<file path="config.mk">
export PLATFORM = sky130hd
export DESIGN_NAME = url_percent_encoder
export DESIGN_NICKNAME = d
export VERILOG_FILES = /design/src/hdl/uenc_pkg.sv /design/src/hdl/uenc_step.sv /design/src/hdl/uenc_serial.sv /design/src/hdl/url_percent_encoder.sv
export SDC_FILE = /design/constraint.sdc
export NUM_CORES = 1
export LEC_CHECK = 0
export CORE_MARGIN = 10
export CORE_UTILIZATION = 30
export CTS_BUF_LIST = sky130_fd_sc_hd__clkbuf_4 sky130_fd_sc_hd__clkbuf_8 sky130_fd_sc_hd__clkbuf_16
export DETAILED_ROUTE_END_ITERATION = 7
export DONT_BUFFER_PORTS = 1
export REMOVE_ABC_BUFFERS = 1
export SLEW_MARGIN = 25
export SYNTH_ARGS = -nofsm -noshare
export SYNTH_HDL_FRONTEND = slang
export SYNTH_SLANG_ARGS = --single-unit
</file>
<file path="constraint.sdc">
create_clock -name clk -period 9.6 [get_ports clk]
set_clock_uncertainty 0.05 [all_clocks]
set_input_delay 0.48 -clock clk [delete_from_list [all_inputs] [get_ports clk]]
set_output_delay 0.48 -clock clk [all_outputs]
set_load 0.05 [all_outputs]
</file>
<file path="src/hdl/uenc_pkg.sv">
package uenc_pkg;

    localparam int unsigned LENGTH_BITS_DEFAULT = 16;
    localparam int unsigned CFG_DATA_BITS       = 16;
    localparam int unsigned CFG_INDEX_BITS      = 1;

    localparam logic [CFG_INDEX_BITS-1:0] REG_BUFFER_LENGTH = 1'd0;
    localparam logic [CFG_INDEX_BITS-1:0] REG_UPPER_CASE    = 1'd1;

    localparam logic [31:0] BUFFER_LENGTH_RESET = 32'd256;
    localparam logic        UPPER_CASE_RESET    = 1'b1;

    localparam logic [7:0] CHAR_NUL     = 8'h00;
    localparam logic [7:0] CHAR_SPACE   = 8'h20;
    localparam logic [7:0] CHAR_PLUS    = 8'h2B;
    localparam logic [7:0] CHAR_PERCENT = 8'h25;
    localparam logic [7:0] CHAR_MINUS   = 8'h2D;
    localparam logic [7:0] CHAR_DOT     = 8'h2E;
    localparam logic [7:0] CHAR_TILDE   = 8'h7E;
    localparam logic [7:0] CHAR_ZERO    = 8'h30;
    localparam logic [7:0] CHAR_NINE    = 8'h39;
    localparam logic [7:0] CHAR_UPPER_A = 8'h41;
    localparam logic [7:0] CHAR_UPPER_Z = 8'h5A;
    localparam logic [7:0] CHAR_LOWER_A = 8'h61;
    localparam logic [7:0] CHAR_LOWER_Z = 8'h7A;
    localparam logic [3:0] NIBBLE_TEN   = 4'hA;

    localparam logic [1:0] COUNT_ONE   = 2'd1;
    localparam logic [1:0] COUNT_THREE = 2'd3;

    // results of one item, first byte in the lowest bits
    typedef struct packed {
        logic [23:0] data;
        logic [1:0]  count;
        logic        dropped;
    } grp_t;

    function automatic logic [7:0] hex_digit(input logic [3:0] nib, input logic upper);
        logic [7:0] base;
        base = upper ? CHAR_UPPER_A : CHAR_LOWER_A;
        if (nib >= NIBBLE_TEN)
            return base + {4'h0, nib - NIBBLE_TEN};
        return CHAR_ZERO + {4'h0, nib};
    endfunction

    function automatic logic is_plain(input logic [7:0] c);
        return (c >= CHAR_UPPER_A && c <= CHAR_UPPER_Z)
            || (c >= CHAR_LOWER_A && c <= CHAR_LOWER_Z)
            || (c >= CHAR_ZERO && c <= CHAR_NINE)
            || c == CHAR_MINUS || c == CHAR_DOT || c == CHAR_TILDE;
    endfunction

endpackage

</file>
<file path="src/hdl/uenc_step.sv">
module uenc_step
    import uenc_pkg::*;
#(
    parameter int unsigned LENGTH_BITS = LENGTH_BITS_DEFAULT
)
(
    input  logic                   clk,
    input  logic                   rst_n,
    input  logic                   in_valid,
    output logic                   in_ready,
    input  logic [7:0]             in_data,
    input  logic [LENGTH_BITS-1:0] buffer_length,
    input  logic                   upper_case,
    output logic                   grp_valid,
    input  logic                   grp_ready,
    output grp_t                   grp
);

    logic                   in_valid_reg, in_valid_next;
    logic [7:0]             in_data_reg, in_data_next;
    logic [LENGTH_BITS-1:0] written_reg, written_next;
    logic                   stopped_reg, stopped_next;

    logic [LENGTH_BITS-1:0] capacity;
    logic [LENGTH_BITS+1:0] escape_end;
    logic                   full;
    logic                   take;

    assign in_ready  = !in_valid_reg || grp_ready;
    assign grp_valid = in_valid_reg;
    assign take      = in_valid_reg && grp_ready;

    assign capacity   = (buffer_length != '0) ? buffer_length - 1'b1 : '0;
    assign escape_end = {2'b00, written_reg} + (LENGTH_BITS+2)'(3);
    assign full       = stopped_reg || (written_reg >= capacity);

    always_comb
    begin
        in_valid_next = in_valid_reg;
        in_data_next  = in_data_reg;
        if (in_ready)
        begin
            in_valid_next = in_valid;
            if (in_valid)
                in_data_next = in_data;
        end
    end

    always_comb
    begin
        grp.data     = {16'h0000, CHAR_NUL};
        grp.count    = COUNT_ONE;
        grp.dropped  = 1'b0;
        written_next = written_reg;
        stopped_next = stopped_reg;
        priority if (in_data_reg == CHAR_NUL)
        begin
            written_next = '0;
            stopped_next = 1'b0;
        end
        else if (full)
        begin
            grp.dropped  = 1'b1;
            stopped_next = 1'b1;
        end
        else if (is_plain(in_data_reg))
        begin
            grp.data[7:0] = in_data_reg;
            written_next  = written_reg + 1'b1;
        end
        else if (in_data_reg == CHAR_SPACE)
        begin
            grp.data[7:0] = CHAR_PLUS;
            written_next  = written_reg + 1'b1;
        end
        else if (escape_end > {2'b00, capacity})
        begin
            grp.dropped  = 1'b1;
            stopped_next = 1'b1;
        end
        else
        begin
            grp.data     = {hex_digit(in_data_reg[3:0], upper_case),
                            hex_digit(in_data_reg[7:4], upper_case), CHAR_PERCENT};
            grp.count    = COUNT_THREE;
            written_next = escape_end[LENGTH_BITS-1:0];
        end
    end

    always_ff @(posedge clk or negedge rst_n)
    begin
        if (!rst_n)
        begin
            in_valid_reg <= 1'b0;
            written_reg  <= '0;
            stopped_reg  <= 1'b0;
        end
        else
        begin
            in_valid_reg <= in_valid_next;
            if (take)
            begin
                written_reg <= written_next;
                stopped_reg <= stopped_next;
            end
        end
    end

    always_ff @(posedge clk)
    begin
        in_data_reg <= in_data_next;
    end

endmodule

</file>
<file path="src/hdl/uenc_serial.sv">
module uenc_serial
    import uenc_pkg::*;
(
    input  logic       clk,
    input  logic       rst_n,
    input  logic       grp_valid,
    output logic       grp_ready,
    input  grp_t       grp,
    output logic       out_valid,
    input  logic       out_ready,
    output logic [7:0] out_byte,
    output logic       out_last,
    output logic       out_dropped
);

    logic        buf_valid_reg, buf_valid_next;
    logic [23:0] buf_data_reg, buf_data_next;
    logic [1:0]  buf_left_reg, buf_left_next;
    logic        buf_drop_reg, buf_drop_next;

    logic        out_valid_reg, out_valid_next;
    logic [7:0]  out_byte_reg, out_byte_next;
    logic        out_last_reg, out_last_next;
    logic        out_drop_reg, out_drop_next;

    logic        out_load;
    logic        buf_final;

    assign out_load  = buf_valid_reg && (!out_valid_reg || out_ready);
    assign buf_final = (buf_left_reg == COUNT_ONE);
    assign grp_ready = !buf_valid_reg || (out_load && buf_final);

    always_comb
    begin
        buf_valid_next = buf_valid_reg;
        buf_data_next  = buf_data_reg;
        buf_left_next  = buf_left_reg;
        buf_drop_next  = buf_drop_reg;
        if (out_load)
        begin
            buf_data_next  = {8'h00, buf_data_reg[23:8]};
            buf_left_next  = buf_left_reg - 1'b1;
            buf_valid_next = !buf_final;
        end
        if (grp_ready && grp_valid)
        begin
            buf_valid_next = 1'b1;
            buf_data_next  = grp.data;
            buf_left_next  = grp.count;
            buf_drop_next  = grp.dropped;
        end
    end

    always_comb
    begin
        out_valid_next = out_valid_reg;
        out_byte_next  = out_byte_reg;
        out_last_next  = out_last_reg;
        out_drop_next  = out_drop_reg;
        if (out_load)
        begin
            out_valid_next = 1'b1;
            out_byte_next  = buf_data_reg[7:0];
            out_last_next  = buf_final;
            out_drop_next  = buf_drop_reg;
        end
        else if (out_ready)
        begin
            out_valid_next = 1'b0;
        end
    end

    always_ff @(posedge clk or negedge rst_n)
    begin
        if (!rst_n)
        begin
            buf_valid_reg <= 1'b0;
            out_valid_reg <= 1'b0;
        end
        else
        begin
            buf_valid_reg <= buf_valid_next;
            out_valid_reg <= out_valid_next;
        end
    end

    always_ff @(posedge clk)
    begin
        buf_data_reg <= buf_data_next;
        buf_left_reg <= buf_left_next;
        buf_drop_reg <= buf_drop_next;
        out_byte_reg <= out_byte_next;
        out_last_reg <= out_last_next;
        out_drop_reg <= out_drop_next;
    end

    assign out_valid   = out_valid_reg;
    assign out_byte    = out_byte_reg;
    assign out_last    = out_last_reg;
    assign out_dropped = out_drop_reg;

endmodule

</file>
<file path="src/hdl/url_percent_encoder.sv">
// channel   | direction | tdata           | tlast       | tuser
// s_axis    | in        | [7:0] data_byte | -           | -
// m_axis    | out       | [7:0] out_byte  | last_of_run | dropped
// cfg       | in        | cfg_data: index 0 buffer_length, index 1 upper_case
//
// one output byte per cycle while m_axis_tready is high: an escape gives three
// items, every other source byte (plain, space, NUL or dropped) gives one
// the output register sets the pace; input, result buffer and output register
// overlap so a new source byte is taken while the previous results drain
// an accepted byte passes input register, result buffer, then output register
// reset clears the string count, the stop flag and all valid flags
module url_percent_encoder
    import uenc_pkg::*;
#(
    parameter int unsigned LENGTH_BITS = LENGTH_BITS_DEFAULT
)
(
    input  logic                      clk,
    input  logic                      rst_n,
    input  logic                      s_axis_tvalid,
    output logic                      s_axis_tready,
    input  logic [7:0]                s_axis_tdata,   // [7:0] data_byte
    output logic                      m_axis_tvalid,
    input  logic                      m_axis_tready,
    output logic [7:0]                m_axis_tdata,   // [7:0] out_byte
    output logic                      m_axis_tlast,
    output logic                      m_axis_tuser,   // [0] dropped
    input  logic                      cfg_we,
    input  logic [CFG_INDEX_BITS-1:0] cfg_index,
    input  logic [CFG_DATA_BITS-1:0]  cfg_data
);

    logic [LENGTH_BITS-1:0] buffer_length_reg, buffer_length_next;
    logic                   upper_case_reg, upper_case_next;
    logic [31:0]            cfg_data_wide;

    logic grp_valid;
    logic grp_ready;
    grp_t grp;

    assign cfg_data_wide = {{(32-CFG_DATA_BITS){1'b0}}, cfg_data};

    always_comb
    begin
        buffer_length_next = buffer_length_reg;
        upper_case_next    = upper_case_reg;
        if (cfg_we)
        begin
            unique case (cfg_index)
                REG_BUFFER_LENGTH: buffer_length_next = cfg_data_wide[LENGTH_BITS-1:0];
                REG_UPPER_CASE:    upper_case_next    = cfg_data[0];
            endcase
        end
    end

    always_ff @(posedge clk or negedge rst_n)
    begin
        if (!rst_n)
        begin
            buffer_length_reg <= BUFFER_LENGTH_RESET[LENGTH_BITS-1:0];
            upper_case_reg    <= UPPER_CASE_RESET;
        end
        else
        begin
            buffer_length_reg <= buffer_length_next;
            upper_case_reg    <= upper_case_next;
        end
    end

    uenc_step #(
        .LENGTH_BITS (LENGTH_BITS)
    ) u_step (
        .clk           (clk),
        .rst_n         (rst_n),
        .in_valid      (s_axis_tvalid),
        .in_ready      (s_axis_tready),
        .in_data       (s_axis_tdata),
        .buffer_length (buffer_length_reg),
        .upper_case    (upper_case_reg),
        .grp_valid     (grp_valid),
        .grp_ready     (grp_ready),
        .grp           (grp)
    );

    uenc_serial u_serial (
        .clk         (clk),
        .rst_n       (rst_n),
        .grp_valid   (grp_valid),
        .grp_ready   (grp_ready),
        .grp         (grp),
        .out_valid   (m_axis_tvalid),
        .out_ready   (m_axis_tready),
        .out_byte    (m_axis_tdata),
        .out_last    (m_axis_tlast),
        .out_dropped (m_axis_tuser)
    );

endmodule

</file>
# --- Yosys cells after proc, flatten, opt, wreduce, memory -nomap -nowiden ---
# Index checks and enable logic that the tools add are counted.
totals:
  register_bits: 82
  latch_bits: 0
  mem_bits_rw: 0
  rom_bits: 0
  inputBits: 30
  output_inout_bits: 12
  elab_cells: 120
  memories: 0
classes:
  add_sub_neg: 10
  multipliers: 0
  div: 0
  order_cmp: 10
  n_eq_ne: 9
  shifts: 0
  mux: 47
  n_bitwise: 1
  reduce_logical: 29
ops:
  columns: ["op", "count"]
  rows:
  - ["$mux 16", 8]
  - ["$mux 26", 2]
  - ["$mux 24", 2]
  - ["$mux 8", 6]
  - ["$mux 27", 1]
  - ["$eq 8x6->1 const B", 3]
  - ["$mux 1", 23]
  - ["$gt 18x16->1", 1]
  - ["$add 16x2->17 const B", 1]
  - ["$add 16x1->16 const B", 1]
  - ["$add 8x4->8", 2]
  - ["$ge 16x16->1", 1]
  - ["$ge 8x7->1 const B", 2]
  - ["$le 8x7->1 const B", 2]
  - ["$reduce_bool 16->1", 1]
  - ["$sub 16x1->16 const B", 1]
  - ["$add 6x4->7 const A", 2]
  - ["$logic_or 1x1->1", 9]
  - ["$eq 8x7->1 const B", 1]
  - ["$ge 4x4->1 const B", 2]
  - ["$ge 8x6->1 const B", 1]
  - ["$le 8x6->1 const B", 1]
  - ["$logic_not 8->1", 1]
  - ["$sub 4x4->4 const B", 2]
  - ["16 further kinds", 30]

# --- Longest topological paths before layout ---
depth:
  word_depth: 17
  mapped_depth: 17
  ltp_nobuf: 16

# --- Modules after synthesis ---
# From an unflattened synthesis, not the netlist that was laid out.
hier_totals:
  cells_unflattened: 543
  area_unflattened_um2: 5716.7
by_module_without_submodules:
  columns: ["module", "instances", "cells_each", "area_per_inst_um2", "seq_area_each_um2"]
  rows:
  - ["uenc_step", 1, 424, 3438.3, 690.7]
  - ["uenc_serial", 1, 81, 1572.8, 1161.1]
  - ["url_percent_encoder", 1, 38, 705.7, 427.9]

# --- Least setup slack after synthesis ---
# OpenSTA, ideal clock, no wires.
synth_timing:
  path_type: "reg2reg"
  from: "register buffer_length_reg[5]"
  to: "register u_serial.buf_data_reg[13] (data pin)"
  setup_ps: 152
  arrival_time_ps: 3995
  required_ps: 9398
  slack_ps: 5403
  path_stages_with_launch: 17
  path_buffers: 2
  synth_period_minus_slack_ps: 4197
  cell_sequence: "dfrtp_1 -> or4_1 -> nor3_1 -> nand2_1 -> nor4_1 -> xor2_1 -> nand2_1 -> ha_1 -> a21o_1 -> a211oi_2 -> nor4b_2 -> a32oi_1 -> or2_4 -> or3_1 -> buf_2 -> buf_2 -> o21ai_0"
synth_via:
  elab_chain_cells: 9
  elab_cells_between_ends: 12
  cone_classes: "add/sub: 1; order compare: 2; mux: 7; reduce/logical: 2"
synth_lines:
  columns: ["item", "line", "source"]
  rows:
  - ["start: declaration", "url_percent_encoder.sv:33", "logic [LENGTH_BITS-1:0] buffer_length_reg, buffer_length_next;"]
  - ["start signal: assignment", "url_percent_encoder.sv:60", "buffer_length_reg <= BUFFER_LENGTH_RESET[LENGTH_BITS-1:0];"]
  - ["start signal: assignment", "url_percent_encoder.sv:65", "buffer_length_reg <= buffer_length_next;"]
  - ["$sub 16x1->16 / $reduce_bool 16->1 (equally long branches)", "uenc_step.sv:33", "assign capacity = (buffer_length != '0) ? buffer_length - 1'b1 : '0;"]
  - ["$mux 16 (*)", "uenc_step.sv:33", null]
  - ["$gt 18x16->1", "uenc_step.sv:76", "else if (escape_end > {2'b00, capacity})"]
  - ["$mux 26", "uenc_step.sv:76", null]
  - ["$mux 16", "uenc_step.sv:71", "else if (in_data_reg == CHAR_SPACE)"]
  - ["$mux 16", "uenc_step.sv:66", "else if (is_plain(in_data_reg))"]
  - ["$mux 26 (*)", "uenc_step.sv:61", "else if (full)"]
  - ["$mux 27 (*)", "uenc_step.sv:56", "priority if (in_data_reg == CHAR_NUL)"]
  - ["$mux 24 (*)", "uenc_serial.sv:45", "if (grp_ready && grp_valid)"]
  - ["net u_serial.buf_data_next[13]", "uenc_serial.sv:17", "logic [23:0] buf_data_reg, buf_data_next;"]
  - ["end signal: assignment", "uenc_serial.sv:89", "buf_data_reg <= buf_data_next;"]
  - ["end: declaration", "uenc_serial.sv:17", null]
# Mark *: on every way through the listed nets, which the timed path passes. The rest lies on a longest branch.
# A chain may end at the register's enable or synchronous reset.

# --- Worst setup path after layout ---
layout_timing:
  from: "register buffer_length_reg[11]"
  to: "register u_serial.buf_data_reg[9] (data pin)"
# The elaborated chain is that of the path after synthesis.

==> out/results.tsv <==
stage	metric	value	unit
status	status	finished clean	
final_layout	finalInstanceArea	5870	um^2
logic_synthesis	yosysSeqAreaShare	41.8	%
logic_synthesis	syn_inst	547	
drt	antenna_left	0	
logic_synthesis	synth_edf_count	43	
logic_synthesis	yosys_warnings	0	
clock_tree	cts_setup_buffers	0	
global_route	grt_max_degree	38	
timing	min_period_over_period	53.2	%
power_and_ir_drop	ir_drop	0.139	mV
place	place_hpwl	9850	um
logic_synthesis	synthTopCellsByArea	edfxtp_1 (24%), dfrtp_1 (16%), ha_1 (12%), nand2_1 (4.7%), mux2_2 (3.2%)	
critical_path	crit_fanout	20	
place	io_buffers	0	
critical_path	critPathLaunchType	register	
place	placed_cell_area	5510	um^2
logic_synthesis	yosysTopAreaCell	edfxtp_1	
logic_synthesis	avgSynthCellArea	9.71	um^2
critical_path	path_class	register to register	
global_route	grt_pass1_vias	4068	
die	die_area	23400	um^2
die	placementRows	48	
final_layout	antennaDiodeCount	0	
final_layout	drive_gt1_share	8.84	%
critical_path	cp.required	9770	ps
critical_path	critPathMaxStageDelay	650	ps
clock_tree	clk_pin_slew	70	ps
logic_synthesis	yosys_most_used_dff	edfxtp_1	
logic_synthesis	post-synth-top-count-cell	nand2_1	
critical_path	critPathArrivalTime	5280	ps
critical_path	critPathCaptureType	register	
final_layout	area_delta_synth_final	10.4	%
critical_path	cp_top_family	simple AND/OR/NAND/NOR gates	
die	core	17400	um^2
drt	dr.pass1.iters	5	
timing	finalHoldViolCount	0	
final_layout	final_nets	621	
logic_synthesis	synth_seq_cells	80	
timing	grt_setup_unrepaired	no	
drt	routedWlPerCell	16.9	um
logic_synthesis	synthArstFlopShare	46.3	%
die	num_io_pins	42	
timing	maxSlewViolCount	0	
timing	slew_headroom	40.6	%
drt	drc	0	
timing	fin_crit	5110	ps
drt	via_per_inst	5.24	
job	max_cap_viol_count	0	
clock_tree	clock_sinks	80	
timing	worst_slew_pin_slew	882	ps
critical_path	path_cells	or4_1 > nor4_1 > nand4b_1 > and2_1 > ha_1 > nor2_1 > a21oi_1 > o41ai_1 > a32oi_1 > or2_4 > or3_1 > a221oi_1 > a21o_1	
global_route	gr-total-overflow	0	
global_route	grt_pass1_wl	21500	um
drt	first_iter_violations	268	
place	gp_congestion	0.908	
logic_synthesis	synth_top_area_share	24.3	%
critical_path	crit_slowest_cell	or3_1	
power_and_ir_drop	power.leakage	2.34	nW
critical_path	critPathBufInv	0	
clock_tree	clockRootBuffer	clkbuf_16	
clock_tree	h-tree-depth	3	
final_layout	fillers	1739	
worst_hold_path	hold_path.class	primary input to register	
timing	finalSetupTns	0	ps
global_route	antenna_found_initial	0	
clock_tree	cts_buffers	9	
clock_tree	cts_tree	yes	
logic_synthesis	yosysUniqueCellTypes	68	
die	start_util	30.6	%
timing	setup_violations	0	
power_and_ir_drop	powerDensity	229	nW/um^2
clock_tree	clk_latency	340	ps
logic_synthesis	syn_area	5310	um^2
drt	drt_wl_total	12900	um
global_route	track_usage	11.0	%
die	die-height	153	um
drt	num_vias	4026	
final_layout	largest_reg_flops	22	
timing	fmax	196	MHz
clock_tree	postCtsResizedCells	0	
logic_synthesis	synth_common_cells	nand2_1 (67), ha_1 (53), nor2_1 (44), edfxtp_1 (43), dfrtp_1 (35)	
clock_tree	clock_path_buffers	2	
die	die_x	153	um
## cells by family (layout without fill, tap and decap cells)
logic type / Yosys count / count (layout) / synth area share (%)
xor gates and xnor gates: 32 / 32 / 5.28
and+or+nand+nor: 207 / 207 / 19.2
AOI/OAI and AO/OA: 112 / 112 / 14.2
other: 1 / 1 / 0.0706
buffers and inverters: 45 / 41 / 3.42
DFF: 80 / 80 / 41.8
muxes: 16 / 16 / 3.37
adders and majority gates: 54 / 54 / 12.7
## per-stage QoR
stage / power (mW) / std cells / setup slack, ps / util [%] / hold WS (ps)
2_1_floorplan: 0.848 / 523 / 5310 / - / 134
3_3_place_gp: 0.947 / 750 / 4740 / 31.7 / 137
3_5_place_dp: 0.963 / 750 / 4500 / 31.7 / 136
4_1_cts: 1.35 / 768 / 4480 / 33.8 / 164
5_1_grt: 1.43 / 768 / 4080 / 33.8 / 162
6_report: 1.34 / 768 / 4490 / 33.8 / 179
## power by group
| part | switching [mW] | internal (mW) |
|---|---|---|
| sequential | 0.116 | 0.465 |
| clock | 0.150 | 0.231 |
| combinational | 0.228 | 0.153 |
## worst paths after layout
check                      slack [ps]  depth (start not counted)                     start                        to
min in group asynchronous         550                          2                     rst_n     u_step.written_reg[1]
hold / removal                    180                          0           s_axis_tdata[7]     u_step.in_data_reg[7]
hold reg to reg                   370                          0  u_serial.buf_data_reg[6]      u_serial.out_byte[6]
max in group asynchronous        8690                          2                     rst_n            upper_case_reg
setup / recovery                 4490                         13     buffer_length_reg[11]  u_serial.buf_data_reg[9]
setup reg to reg                 4490                         13     buffer_length_reg[11]  u_serial.buf_data_reg[9]
## what timing repair did
action,in CTS,in global routing
hold endpoints to repair,37,0
hold buffers,2,0
endpoints found under the setup margin,0,0
## layout make-up
type                    count  area [um^2]  area share (%)
inverters                  21         78.8            1.34
clock inverters             7          101            1.73
repair buffers              4         45.0           0.768
multi-input cells         422         2910            49.7
well taps                 225          282            4.80
clock buffers               9          225            3.84
flip-flops and latches     80         2220            37.8
## routing by layer
metal	up-vias	track usage [%]	part of all wire (%)
li1	1974	-	-
met1	1907	14.7	46
met2	136	16.8	46
met3	9	2.69	7.0
met4	0	3.91	1.1
met5	-	0	0
## layout by cell type, fill, tap and decap left out, types with 16 or more instances in the layout
master,instances
a21oi_1,24
dfrtp_1,35
edfxtp_1,43
ha_1,53
inv_1,21
nand2_1,67
nor2_1,44
o21ai_0,27
xnor2_1,16
xor2_1,16
(Power assumes the default switching activity.)
